## src/hw/rtl/i2c_register_read_master_unit_defines.svh

```systemverilog
// Assertion macros shared by the register read master RTL.
// Included by files that carry concurrent checks; depends on nothing.
`ifndef I2C_REGISTER_READ_MASTER_UNIT_DEFINES_SVH
`define I2C_REGISTER_READ_MASTER_UNIT_DEFINES_SVH

// Same-cycle implication, disabled while reset is asserted.
`define I2C_RRM_ASSERT_IMP(label, clk, rst_n, ante, cons) \
    label: assert property (@(posedge clk) disable iff (!(rst_n)) (ante) |-> (cons)) \
        else $error("i2c_rrm: same-cycle check failed");

// Next-cycle implication, disabled while reset is asserted.
`define I2C_RRM_ASSERT_NXT(label, clk, rst_n, ante, cons) \
    label: assert property (@(posedge clk) disable iff (!(rst_n)) (ante) |=> (cons)) \
        else $error("i2c_rrm: next-cycle check failed");

`endif

```

## src/hw/rtl/i2c_rrm_pkg.sv

```systemverilog
// Shared constants and types of the register read master.
// Used by i2c_rrm_step_decode and the top level; depends on nothing.
`default_nettype none

package i2c_rrm_pkg;

    localparam int READ_BYTES   = 3;
    localparam int SEG_PREFIX   = 92;
    localparam int SEG_PER_BYTE = 28;
    localparam int TOTAL_OPS    = SEG_PREFIX + SEG_PER_BYTE * READ_BYTES + 3;
    localparam int STEP_W       = $clog2(TOTAL_OPS);
    localparam int IDX_W        = (READ_BYTES > 1) ? $clog2(READ_BYTES) : 1;

    localparam int ADDR_W       = 7;
    localparam int BYTE_W       = 8;

    // Configuration register indexes
    localparam int CFG_IDX_W    = 1;
    localparam logic [CFG_IDX_W-1:0] CFG_DEVICE_ADDRESS = 1'b0;
    localparam logic [CFG_IDX_W-1:0] CFG_REGISTER_INDEX = 1'b1;

    // One decoded pin operation
    typedef struct packed {
        logic             scl_we;
        logic             scl_val;
        logic             sda_we;
        logic             sda_val;
        logic             shift_clr;
        logic             shift_smp;
        logic             store;
        logic [IDX_W-1:0] store_idx;
    } op_t;

endpackage

`default_nettype wire

```

## src/hw/rtl/i2c_rrm_step_decode.sv

```systemverilog
// Decodes the step counter into one pin operation of the register read.
// Depends on i2c_rrm_pkg.
`default_nettype none

module i2c_rrm_step_decode (
    input  wire logic [i2c_rrm_pkg::STEP_W-1:0] step,
    input  wire logic [i2c_rrm_pkg::ADDR_W-1:0] device_address,
    input  wire logic [i2c_rrm_pkg::BYTE_W-1:0] register_index,
    output i2c_rrm_pkg::op_t                    op
);

    localparam int STEP_W = i2c_rrm_pkg::STEP_W;

    // Split an offset below 24 into bit number and phase (offset = 3*bit + phase)
    function automatic logic [4:0] div3(input logic [4:0] o);
        logic [2:0] b;
        logic [4:0] rem;
        b = 3'd0;
        for (int i = 1; i < 8; i++) begin
            if (o >= 5'(3 * i)) begin
                b = 3'(i);
            end
        end
        rem = o - ({2'b00, b} + {1'b0, b, 1'b0});
        return {b, rem[1:0]};
    endfunction

    function automatic i2c_rrm_pkg::op_t op_start(input logic [1:0] o);
        i2c_rrm_pkg::op_t r;
        r = '0;
        case (o)
            2'd0: begin r.sda_we = 1'b1; r.sda_val = 1'b1; end
            2'd1: begin r.scl_we = 1'b1; r.scl_val = 1'b1; end
            2'd2: begin r.sda_we = 1'b1; r.sda_val = 1'b0; end
            default: begin r.scl_we = 1'b1; r.scl_val = 1'b0; end
        endcase
        return r;
    endfunction

    function automatic i2c_rrm_pkg::op_t op_send(input logic [4:0] o,
                                                 input logic [7:0] b);
        i2c_rrm_pkg::op_t r;
        logic [4:0]       bp;
        r  = '0;
        bp = div3(o);
        case (bp[1:0])
            2'd0: begin r.sda_we = 1'b1; r.sda_val = b[~bp[4:2]]; end
            2'd1: begin r.scl_we = 1'b1; r.scl_val = 1'b1; end
            default: begin r.scl_we = 1'b1; r.scl_val = 1'b0; end
        endcase
        return r;
    endfunction

    // Slave acknowledge slot: the sampled level is dropped
    function automatic i2c_rrm_pkg::op_t op_ack(input logic [1:0] o);
        i2c_rrm_pkg::op_t r;
        r = '0;
        case (o)
            2'd0: begin r.sda_we = 1'b1; r.sda_val = 1'b1; end
            2'd1: begin r.scl_we = 1'b1; r.scl_val = 1'b1; end
            2'd3: begin r.scl_we = 1'b1; r.scl_val = 1'b0; end
            default: r = '0;
        endcase
        return r;
    endfunction

    logic [7:0]                    wr_byte;
    logic [7:0]                    rd_byte;
    logic [STEP_W-1:0]             off;
    logic [STEP_W-1:0]             base;
    logic [i2c_rrm_pkg::IDX_W-1:0] k;
    logic [4:0]                    o5;
    logic [4:0]                    bp;
    logic                          last_byte;

    assign wr_byte = {device_address, 1'b0};
    assign rd_byte = {device_address, 1'b1};

    always_comb begin
        op        = '0;
        off       = '0;
        base      = '0;
        k         = '0;
        o5        = '0;
        bp        = '0;
        last_byte = 1'b0;
        if (step < STEP_W'(4)) begin
            op = op_start(step[1:0]);
        end else if (step < STEP_W'(28)) begin
            off = step - STEP_W'(4);
            op  = op_send(off[4:0], wr_byte);
        end else if (step < STEP_W'(32)) begin
            off = step - STEP_W'(28);
            op  = op_ack(off[1:0]);
        end else if (step < STEP_W'(56)) begin
            off = step - STEP_W'(32);
            op  = op_send(off[4:0], register_index);
        end else if (step < STEP_W'(60)) begin
            off = step - STEP_W'(56);
            op  = op_ack(off[1:0]);
        end else if (step < STEP_W'(64)) begin
            off = step - STEP_W'(60);
            op  = op_start(off[1:0]);
        end else if (step < STEP_W'(88)) begin
            off = step - STEP_W'(64);
            op  = op_send(off[4:0], rd_byte);
        end else if (step < STEP_W'(i2c_rrm_pkg::SEG_PREFIX)) begin
            off = step - STEP_W'(88);
            op  = op_ack(off[1:0]);
        end else if (step < STEP_W'(i2c_rrm_pkg::TOTAL_OPS - 3)) begin
            off = step - STEP_W'(i2c_rrm_pkg::SEG_PREFIX);
            for (int i = 1; i < i2c_rrm_pkg::READ_BYTES; i++) begin
                if (off >= STEP_W'(i2c_rrm_pkg::SEG_PER_BYTE * i)) begin
                    k    = i2c_rrm_pkg::IDX_W'(i);
                    base = STEP_W'(i2c_rrm_pkg::SEG_PER_BYTE * i);
                end
            end
            o5        = 5'(off - base);
            last_byte = (k == i2c_rrm_pkg::IDX_W'(i2c_rrm_pkg::READ_BYTES - 1));
            if (o5 == 5'd0) begin
                op.sda_we    = 1'b1;
                op.sda_val   = 1'b1;
                op.shift_clr = 1'b1;
            end else if (o5 < 5'd25) begin
                bp = div3(o5 - 5'd1);
                case (bp[1:0])
                    2'd0: begin op.scl_we = 1'b1; op.scl_val = 1'b1; end
                    2'd1: op.shift_smp = 1'b1;
                    default: begin
                        op.scl_we    = 1'b1;
                        op.scl_val   = 1'b0;
                        op.store     = (bp[4:2] == 3'd7);
                        op.store_idx = k;
                    end
                endcase
            end else begin
                // Master acknowledge, not acknowledge after the last byte
                op = op_send(o5 - 5'd25, {last_byte, 7'b0});
            end
        end else begin
            off = step - STEP_W'(i2c_rrm_pkg::TOTAL_OPS - 3);
            case (off[1:0])
                2'd0: begin op.sda_we = 1'b1; op.sda_val = 1'b0; end
                2'd1: begin op.scl_we = 1'b1; op.scl_val = 1'b1; end
                default: begin op.sda_we = 1'b1; op.sda_val = 1'b1; end
            endcase
        end
    end

endmodule

`default_nettype wire

```

## src/hw/rtl/i2c_register_read_master_unit.sv

```systemverilog
// Top level of the I2C register read master: sequencer state and result register.
// Depends on i2c_rrm_pkg, i2c_rrm_step_decode and the assertion macro header.
//
// Usage:
//   s_ channel: one item per pin tick (s_kind = 0) or a begin request (s_kind = 1),
//   with the sampled data line level on s_sda_in. A begin while busy is ignored.
//   m_ channel: one result item per input item, carrying the line drives, the
//   busy and done flags and the three bytes of the last read.
//   cfg_ port: plain write of the device address (index 0) and register index
//   (index 1); write only while idle.
//   Latency: a result is valid the cycle after its item is accepted.
//   Throughput: one item per cycle while results are taken; the step decode and
//   the line update feed the state registers, which are the result register.
//   A full transaction takes one begin item and 179 tick items.
//   Stall: while a result waits, s_ready stays high only in the cycle the
//   receiver takes it, so a new item is accepted in the same cycle.
//   Reset: lines released high, idle, read bytes zero, registers at 79 and 208.
`default_nettype none
`include "i2c_register_read_master_unit_defines.svh"

module i2c_register_read_master_unit (
    input  wire logic                                 aclk,
    input  wire logic                                 aresetn,
    // Configuration write port
    input  wire logic                                 cfg_wr_en,
    input  wire logic [i2c_rrm_pkg::CFG_IDX_W-1:0]    cfg_index,
    input  wire logic [i2c_rrm_pkg::BYTE_W-1:0]       cfg_wdata,
    // Input items
    input  wire logic                                 s_valid,
    output logic                                      s_ready,
    input  wire logic                                 s_kind,
    input  wire logic                                 s_sda_in,
    // Result items
    output logic                                      m_valid,
    input  wire logic                                 m_ready,
    output logic                                      m_scl_out,
    output logic                                      m_sda_out,
    output logic                                      m_busy_res,
    output logic                                      m_done_res,
    output logic [i2c_rrm_pkg::BYTE_W-1:0]            m_red,
    output logic [i2c_rrm_pkg::BYTE_W-1:0]            m_green,
    output logic [i2c_rrm_pkg::BYTE_W-1:0]            m_blue
);

    localparam int STEP_W = i2c_rrm_pkg::STEP_W;
    localparam int NB     = i2c_rrm_pkg::READ_BYTES;

    // Configuration registers
    logic [i2c_rrm_pkg::ADDR_W-1:0] dev_addr_reg;
    logic [i2c_rrm_pkg::BYTE_W-1:0] reg_idx_reg;

    // Sequencer state; it also serves as the result register, since it
    // changes only when an item is accepted
    logic [STEP_W-1:0] step_reg,   step_next;
    logic              active_reg, active_next;
    logic [7:0]        shift_reg,  shift_next;
    logic              scl_reg,    scl_next;
    logic              sda_reg,    sda_next;
    logic [7:0]        rb_reg [NB];
    logic [7:0]        rb_next [NB];
    logic              done_reg,   done_next;
    logic              m_valid_reg, m_valid_next;

    logic              accept;
    logic              last_step;
    i2c_rrm_pkg::op_t  op;

    i2c_rrm_step_decode u_decode (
        .step           (step_reg),
        .device_address (dev_addr_reg),
        .register_index (reg_idx_reg),
        .op             (op)
    );

    // Take a new item whenever the result slot is empty or being emptied
    assign s_ready   = !m_valid_reg || m_ready;
    assign accept    = s_valid && s_ready;
    assign last_step = (step_reg == STEP_W'(i2c_rrm_pkg::TOTAL_OPS - 1));

    always_ff @(posedge aclk) begin
        if (!aresetn) begin
            dev_addr_reg <= i2c_rrm_pkg::ADDR_W'(79);
            reg_idx_reg  <= i2c_rrm_pkg::BYTE_W'(208);
        end else if (cfg_wr_en) begin
            case (cfg_index)
                i2c_rrm_pkg::CFG_DEVICE_ADDRESS: dev_addr_reg <= cfg_wdata[6:0];
                i2c_rrm_pkg::CFG_REGISTER_INDEX: reg_idx_reg  <= cfg_wdata;
                default: ;
            endcase
        end
    end

    always_comb begin
        step_next   = step_reg;
        active_next = active_reg;
        shift_next  = shift_reg;
        scl_next    = scl_reg;
        sda_next    = sda_reg;
        rb_next     = rb_reg;
        done_next   = done_reg;
        if (accept) begin
            done_next = 1'b0;
            if (s_kind) begin
                // Begin: arm the sequencer, no pin operation on this item
                if (!active_reg) begin
                    active_next = 1'b1;
                    step_next   = '0;
                end
            end else if (active_reg) begin
                // Tick: perform one pin operation and advance
                if (op.scl_we) begin
                    scl_next = op.scl_val;
                end
                if (op.sda_we) begin
                    sda_next = op.sda_val;
                end
                if (op.shift_clr) begin
                    shift_next = 8'd0;
                end else if (op.shift_smp) begin
                    shift_next = {shift_reg[6:0], s_sda_in};
                end
                if (op.store) begin
                    rb_next[op.store_idx] = shift_reg;
                end
                if (last_step) begin
                    done_next   = 1'b1;
                    active_next = 1'b0;
                    step_next   = '0;
                end else begin
                    step_next = step_reg + STEP_W'(1);
                end
            end
        end
    end

    always_comb begin
        if (accept) begin
            m_valid_next = 1'b1;
        end else if (m_ready) begin
            m_valid_next = 1'b0;
        end else begin
            m_valid_next = m_valid_reg;
        end
    end

    always_ff @(posedge aclk) begin
        if (!aresetn) begin
            step_reg    <= '0;
            active_reg  <= 1'b0;
            shift_reg   <= 8'd0;
            scl_reg     <= 1'b1;
            sda_reg     <= 1'b1;
            done_reg    <= 1'b0;
            m_valid_reg <= 1'b0;
            for (int i = 0; i < NB; i++) begin
                rb_reg[i] <= 8'd0;
            end
        end else begin
            step_reg    <= step_next;
            active_reg  <= active_next;
            shift_reg   <= shift_next;
            scl_reg     <= scl_next;
            sda_reg     <= sda_next;
            done_reg    <= done_next;
            m_valid_reg <= m_valid_next;
            rb_reg      <= rb_next;
        end
    end

    // Drive the result fields; bytes beyond the read length read as zero
    assign m_valid    = m_valid_reg;
    assign m_scl_out  = scl_reg;
    assign m_sda_out  = sda_reg;
    assign m_busy_res = active_reg;
    assign m_done_res = done_reg;
    assign m_red      = rb_reg[0];

    generate
        if (NB > 1) begin : g_green
            assign m_green = rb_reg[1];
        end else begin : g_no_green
            assign m_green = 8'd0;
        end
        if (NB > 2) begin : g_blue
            assign m_blue = rb_reg[2];
        end else begin : g_no_blue
            assign m_blue = 8'd0;
        end
    endgenerate

    // Checks
    `I2C_RRM_ASSERT_IMP(a_done_not_busy, aclk, aresetn, done_reg, !active_reg)
    `I2C_RRM_ASSERT_IMP(a_idle_step_zero, aclk, aresetn, !active_reg, step_reg == '0)
    `I2C_RRM_ASSERT_IMP(a_step_in_range, aclk, aresetn, active_reg,
        step_reg < STEP_W'(i2c_rrm_pkg::TOTAL_OPS))
    `I2C_RRM_ASSERT_NXT(a_last_tick_done, aclk, aresetn,
        accept && !s_kind && active_reg && last_step, done_reg && m_valid)

endmodule

`default_nettype wire
```

## config.mk

```make
export PLATFORM = sky130hd
export DESIGN_NAME = i2c_register_read_master_unit
export DESIGN_NICKNAME = d
export VERILOG_FILES = /design/src/hw/rtl/i2c_rrm_pkg.sv /design/src/hw/rtl/i2c_rrm_step_decode.sv /design/src/hw/rtl/i2c_register_read_master_unit.sv
export VERILOG_INCLUDE_DIRS = /design/src /design/src/hw/rtl
export SDC_FILE = /design/constraint.sdc
export NUM_CORES = 1
export LEC_CHECK = 0
export ABC_AREA = 1
export BUFFER_PORTS_ARGS = -buffer_cell sky130_fd_sc_hd__buf_2
export CAP_MARGIN = 25
export CELL_PAD_IN_SITES_DETAIL_PLACEMENT = 0
export CELL_PAD_IN_SITES_GLOBAL_PLACEMENT = 2
export CORE_AREA = 5 5 134 136
export DETAILED_ROUTE_END_ITERATION = 8
export DIE_AREA = 0 0 139 141
export GPL_TIMING_DRIVEN = 1
export PLACE_DENSITY = 0.81
export SLEW_MARGIN = 5
export SYNTH_ARGS = -nofsm -noshare
export SYNTH_HDL_FRONTEND = slang
export SYNTH_HIERARCHICAL = 1
export SYNTH_SLANG_ARGS = --single-unit
```

## constraint.sdc

```tcl
create_clock -name aclk -period 5.2 [get_ports aclk]
set_input_delay 1.04 -clock aclk [delete_from_list [all_inputs] [get_ports aclk]]
set_output_delay 1.04 -clock aclk [all_outputs]
set_load 0.02 [all_outputs]
```

### Word level (Yosys, flattened, before mapping)

Index checks and enable logic that the tools add are counted.

| storage, ports and cells | value |
|---|---|
| bits of input ports | 16 |
| bits in registers | 60 |
| output and inout bits | 30 |
| logic and storage cells | 300 |

| operators by class | value |
|---|---|
| multiplexer cells | 156 |
| equality and inequality tests | 20 |
| reductions and logical operators | 29 |
| bitwise logic cells | 7 |
| $add $sub $neg | 23 |
| $lt $le $gt $ge | 53 |

Operator list:

| cell | count |
|---|---|
| 2-to-1 mux 3 bit | 58 |
| >= comparator 5 x 4 -> 1 bit (second input constant) | 15 |
| 2-to-1 mux 9 bit | 8 |
| 2-to-1 mux 2 bit | 30 |
| 2-to-1 mux 5 bit | 12 |
| 2-to-1 mux 8 bit | 7 |
| one-hot mux 2 bit (2 select lines) | 13 |
| >= comparator 5 bit (second input constant) | 10 |
| >= comparator 5 x 2 -> 1 bit (second input constant) | 5 |
| >= comparator 5 x 3 -> 1 bit (second input constant) | 5 |
| bitwise mux 24 bit | 1 |
| less-than comparator 8 x 6 -> 1 bit (second input constant) | 3 |
| less-than comparator 8 x 7 -> 1 bit (second input constant) | 3 |
| equality test 2 x 1 -> 1 bit (second input constant) | 11 |
| zero test 2 bit | 11 |
| 2-to-1 mux 1 bit | 19 |
| demux 8 bit (select 2 bit) | 1 |
| less-than comparator 3 x 4 -> 1 bit (second input constant) | 4 |
| AND reduction 4 bit | 4 |
| subtractor 5 x 1 -> 5 bit (second input constant) | 3 |
| binary-select mux 1 bit (select 3 bit) | 4 |
| equality test 2 bit (second input constant) | 6 |
| 2-to-1 mux 4 bit | 3 |
| NOT 3 bit | 4 |
| other kinds (29) | 48 |

### Depth between registers and ports, before layout

| depth | value |
|---|---|
| word-level depth | 56 |
| depth in mapped cells | 44 |
| gate-level depth less buffers | 43 |

### By module

Netlist, hierarchy kept.

Modules (own cells, without submodules):

| module | times used | sequential area each (um^2) | cells an instance | area an instance (um^2) |
|---|---|---|---|---|
| i2c_register_read_master_unit | 1 | 1,201.2 | 369 | 2,560.0 |
| i2c_rrm_step_decode | 1 | 0.0 | 391 | 2,155.8 |

### Least setup slack after synthesis

OpenSTA, ideal clock, no wires.

| timing path | value |
|---|---|
| path kind | register to register |
| start point | register step_reg[2] |
| end point | register scl_reg (netlist: m_scl_out) |
| setup time | 0.130 ns |
| cell stages (with the launch flop) | 37 |
| required time | 5.070 ns |
| period minus slack after synthesis | 4.968 ns |
| path slack | 0.232 ns |
| path buffers | 1 |
| data arrival time | 4.838 ns |
| cells stage by stage | dfxtp_1 -> buf_4 -> inv_1 -> ha_1 -> a21oi_1 -> nor2_1 -> nand2_1 -> inv_2 -> nor2_4 -> nand3_4 -> inv_1 -> fa_1 -> xnor2_1 -> xor2_2 -> nor2_1 -> nor2_1 -> inv_1 -> a21oi_1 -> o211ai_1 -> nand2_1 -> nand2_1 -> ha_1 -> xnor2_1 -> xor2_1 -> nor2_1 -> nand2_1 -> nand3_1 -> a21oi_1 -> o21ai_1 -> a21boi_1 -> o21bai_1 -> nand2_1 -> nand2_1 -> nand2_1 -> inv_1 -> o21ai_0 -> nand3_1 |

RTL lines:

| item | line | source |
|---|---|---|
| start, declared | i2c_register_read_master_unit.sv:54 | `logic [STEP_W-1:0] step_reg, step_next;` |
| start signal, assigned | i2c_register_read_master_unit.sv:159 | `step_reg <= step_next;` |
| end signal, assigned | i2c_register_read_master_unit.sv:162 | `scl_reg <= scl_next;` |
| end, declared | i2c_register_read_master_unit.sv:57 | `logic scl_reg, scl_next;` |

==> impl_metrics.yaml <==
floorplanning:
  die_area_um2: 19600
  core-area_um2: 16800
  die_h_um: 141
  start_util: 0.280
  fp.dieW_um: 139
  rows: 48
  ios: 46
synthesis:
  ys_ff_latch: 60
  ys_dominant_reg_cell: "dfxtp_1"
  ys_warn_count: 6
  synth_edf_count: 0
  yosys-top-cells-area: "dfxtp_1 25%, nand2_1 15%, nor2_1 11%"
  syn-cell-area_um2: 4720
  syn_area_per_cell_um2: 6.20
  synth_top_area_frac: 0.255
  async_flop_share: 0
  synthesis.nets: 804
  yosysSeqAreaShare: 0.255
  synthCells: 760
  synth_cell_types: 48
  synth.largest_area_cell: "dfxtp_1"
timing:
  finalMaxSlewViolations: 0
  finalCriticalPeriod_ns: 4.80
  finalSetupViolations: 0
  fin_setup_tns_ns: 0
  max_slew_margin: 0.388
  hold_viol: 0
  fmax_ghz: 0.208
  post-route-period-util: 0.924
  timing.hold.ws_ns: 0.471
  finClkSkew_ns: 0.0104
  worst_pin_slew_ns: 0.918
cts:
  cts.sinks: 60
  cts_tree: "done"
  htree_levels: 3
  cts_made_buffers: 9
  path_clk_slew_ns: 0.06
  clk_path_buf_depth: 2
  cts-root-buf: "clkbuf_16"
  clock_latency_ns: 0.33
global_routing:
  antenna_found_initial: 0
  grt_first_pass_wirelength_mm: 22.9
  grtUsageTotal: 0.142
  globalRouteOverflowTotal: 0
  grt_pass1_vias: 4475
  grt_start_max_net_pins: 53
layout:
  nets: 871
  antenna_cells: 0
  syn_to_final_growth_pct: 22.5
  layout-drive-gt1-share: 0.201
placement:
  dp_hpwl_mm: 10.8
  port_buffers: 45
  finalWeightedCongestion: 0.808
critical_path:
  r2r_slack_ns: 0.40
  worst_setup_path_start_kind: "register"
  setup.worst_path.end_class: "register"
  cpLargestDelayFamily: "simple AND/OR/NAND/NOR gates"
  reg2reg_from: "step_reg[3]"
  path_max_fanout: 8
  slowest_delay_ns: 0.55
  cp.required_ns: 5.37
  cpMostUsedCell: "nand2_1"
  reg2reg_to: "m_scl_out"
  arrival_ns: 4.98
  cp_num_buf_inv: 5
  path_class: "reg2reg"
  critical-path-slowest-cell: "fa_2"
  rr_worst_depth: 34
hold_path:
  holdCritPathClass: "reg2reg"
  min_from: "m_done_res"
  hold_path_depth: 2
  min_to: "m_done_res"
drt:
  vias: 4820
  drt_first_pass_iters: 5
  drc: 0
  routed_wl_mm: 14.0
  wl_per_cell_um: 13.3
  postRouteAntennaNets: 0
  drtIter0Drc: 156
  vias_per_cell: 4.56
flow_run:
  max_cap_violations: 0
power:
  p_per_area_nw_per_um2: 234
  p_leak_nw: 2.58
  finalPower_mw: 1.35
  ir_drop_v: 0.000180
outcome:
  status: "completed"
report_power, final:
part,internal [mW],total [mW],switching [mW]
combinational,0.0862,0.237,0.151
clock,0.430,0.639,0.209
sequential,0.470,0.477,0.00715
synthesized netlist by cell type (12+ instances only):
master and instances:
o21ai_0 37, dfxtp_1 60, nand3_1 60, ha_1 27, nand2_2 16, nand4_1 12
a21oi_1 28, inv_1 81, nand2_1 187, nor2_1 141
through the flow:
step                      instance area [um^2]   util  worst slack (ns)  instances
final                                     5780  0.343             0.397       1056
after global routing                      5780  0.343           -0.0646       1056
after CTS                                 5590  0.332            0.0357       1046
after detailed placement                  5270  0.313          -0.00753       1031
after global placement                    5270  0.313          -0.00262       1031
after floorplan                           4720      -             0.232        760
logic make-up (layout without fill, tap and decap cells):
family          count (synthesis)  in the layout  synth area share
fa+ha+maj                      28             28            0.0759
flops                          60             60             0.255
simple gates                  451            451             0.429
buf+inv                       110            181            0.0960
xor+xnor                       12             12            0.0255
compound gates                 99             99             0.119
routing by layer:
metal / vias up / wire (um) / track usage
met5: - / 0 / 0
met3: 10 / 537 / 0.0200
li1: 2571 / - / -
met2: 95 / 6600 / 0.233
met4: 0 / 165 / 0.0391
met1: 2144 / 6750 / 0.197
worst max-delay path by stage:
stage,slack [ns],endpoint,start,depth (start not counted)
4_1_cts,0.04,m_scl_out,step_reg[3],35
6_report,0.40,m_scl_out,step_reg[3],34
3_5_place_dp,-0.008,m_blue[5],step_reg[3],30
5_1_grt,-0.06,m_scl_out,step_reg[3],35
2_1_floorplan,0.23,m_scl_out,step_reg[2],36
3_3_place_gp,-0.003,m_blue[4],step_reg[3],30
layout by cell type (no fill, tap or decap), types with 3 or more instances in the layout:
| master | netlist | final |
|---|---|---|
| inv_1 | 81 | 78 |
| inv_2 | 9 | 11 |
| o21ai_1 | 9 | 10 |
| xnor2_1 | 5 | 3 |
| nand2_4 | 2 | 3 |
| nand3_2 | 9 | 9 |
| buf_2 | 2 | 45 |
| clkbuf_16 | 0 | 9 |
| nor2_4 | 6 | 6 |
| a21oi_2 | 1 | 4 |
| a31oi_1 | 3 | 3 |
| nor2_2 | 2 | 6 |
| nand2_1 | 187 | 187 |
| dfxtp_1 | 60 | 58 |
| xnor2_2 | 1 | 3 |
| ha_1 | 27 | 23 |
| nand4_1 | 12 | 12 |
| o211ai_1 | 3 | 3 |
| a21oi_1 | 28 | 25 |
| o21ai_0 | 37 | 36 |
| ha_4 | 0 | 3 |
| nand3_1 | 60 | 60 |
| nor2_1 | 141 | 137 |
| nor3_1 | 6 | 4 |
| o21bai_1 | 4 | 4 |
| nand2_2 | 16 | 15 |
| xor2_1 | 5 | 4 |
| buf_4 | 6 | 30 |
layout make-up:
type / count / area (um^2)
repair buffers: 76 / 462
clock buffers: 11 / 243
multi-input cells: 590 / 3170
fillers: 1918 / 11000
inverters: 90 / 342
well taps: 225 / 282
flip-flops and latches: 60 / 1210
clock inverters: 4 / 73.8
repair_timing:
item,4_1_cts,5_1_grt
pin swaps,0,10
setup buffers,0,10
gates cloned,0,0
hold buffers,0,0
setup endpoints to repair,5,34
gates resized for setup,1,28
worst min-delay path, delay by kind of cell, from the launching register on:
family | cells | cell delay (ns)
simple gates | 1 | 0.06
flops | 1 | 0.30
compound gates | 1 | 0.06
(Power assumes the default switching activity.)
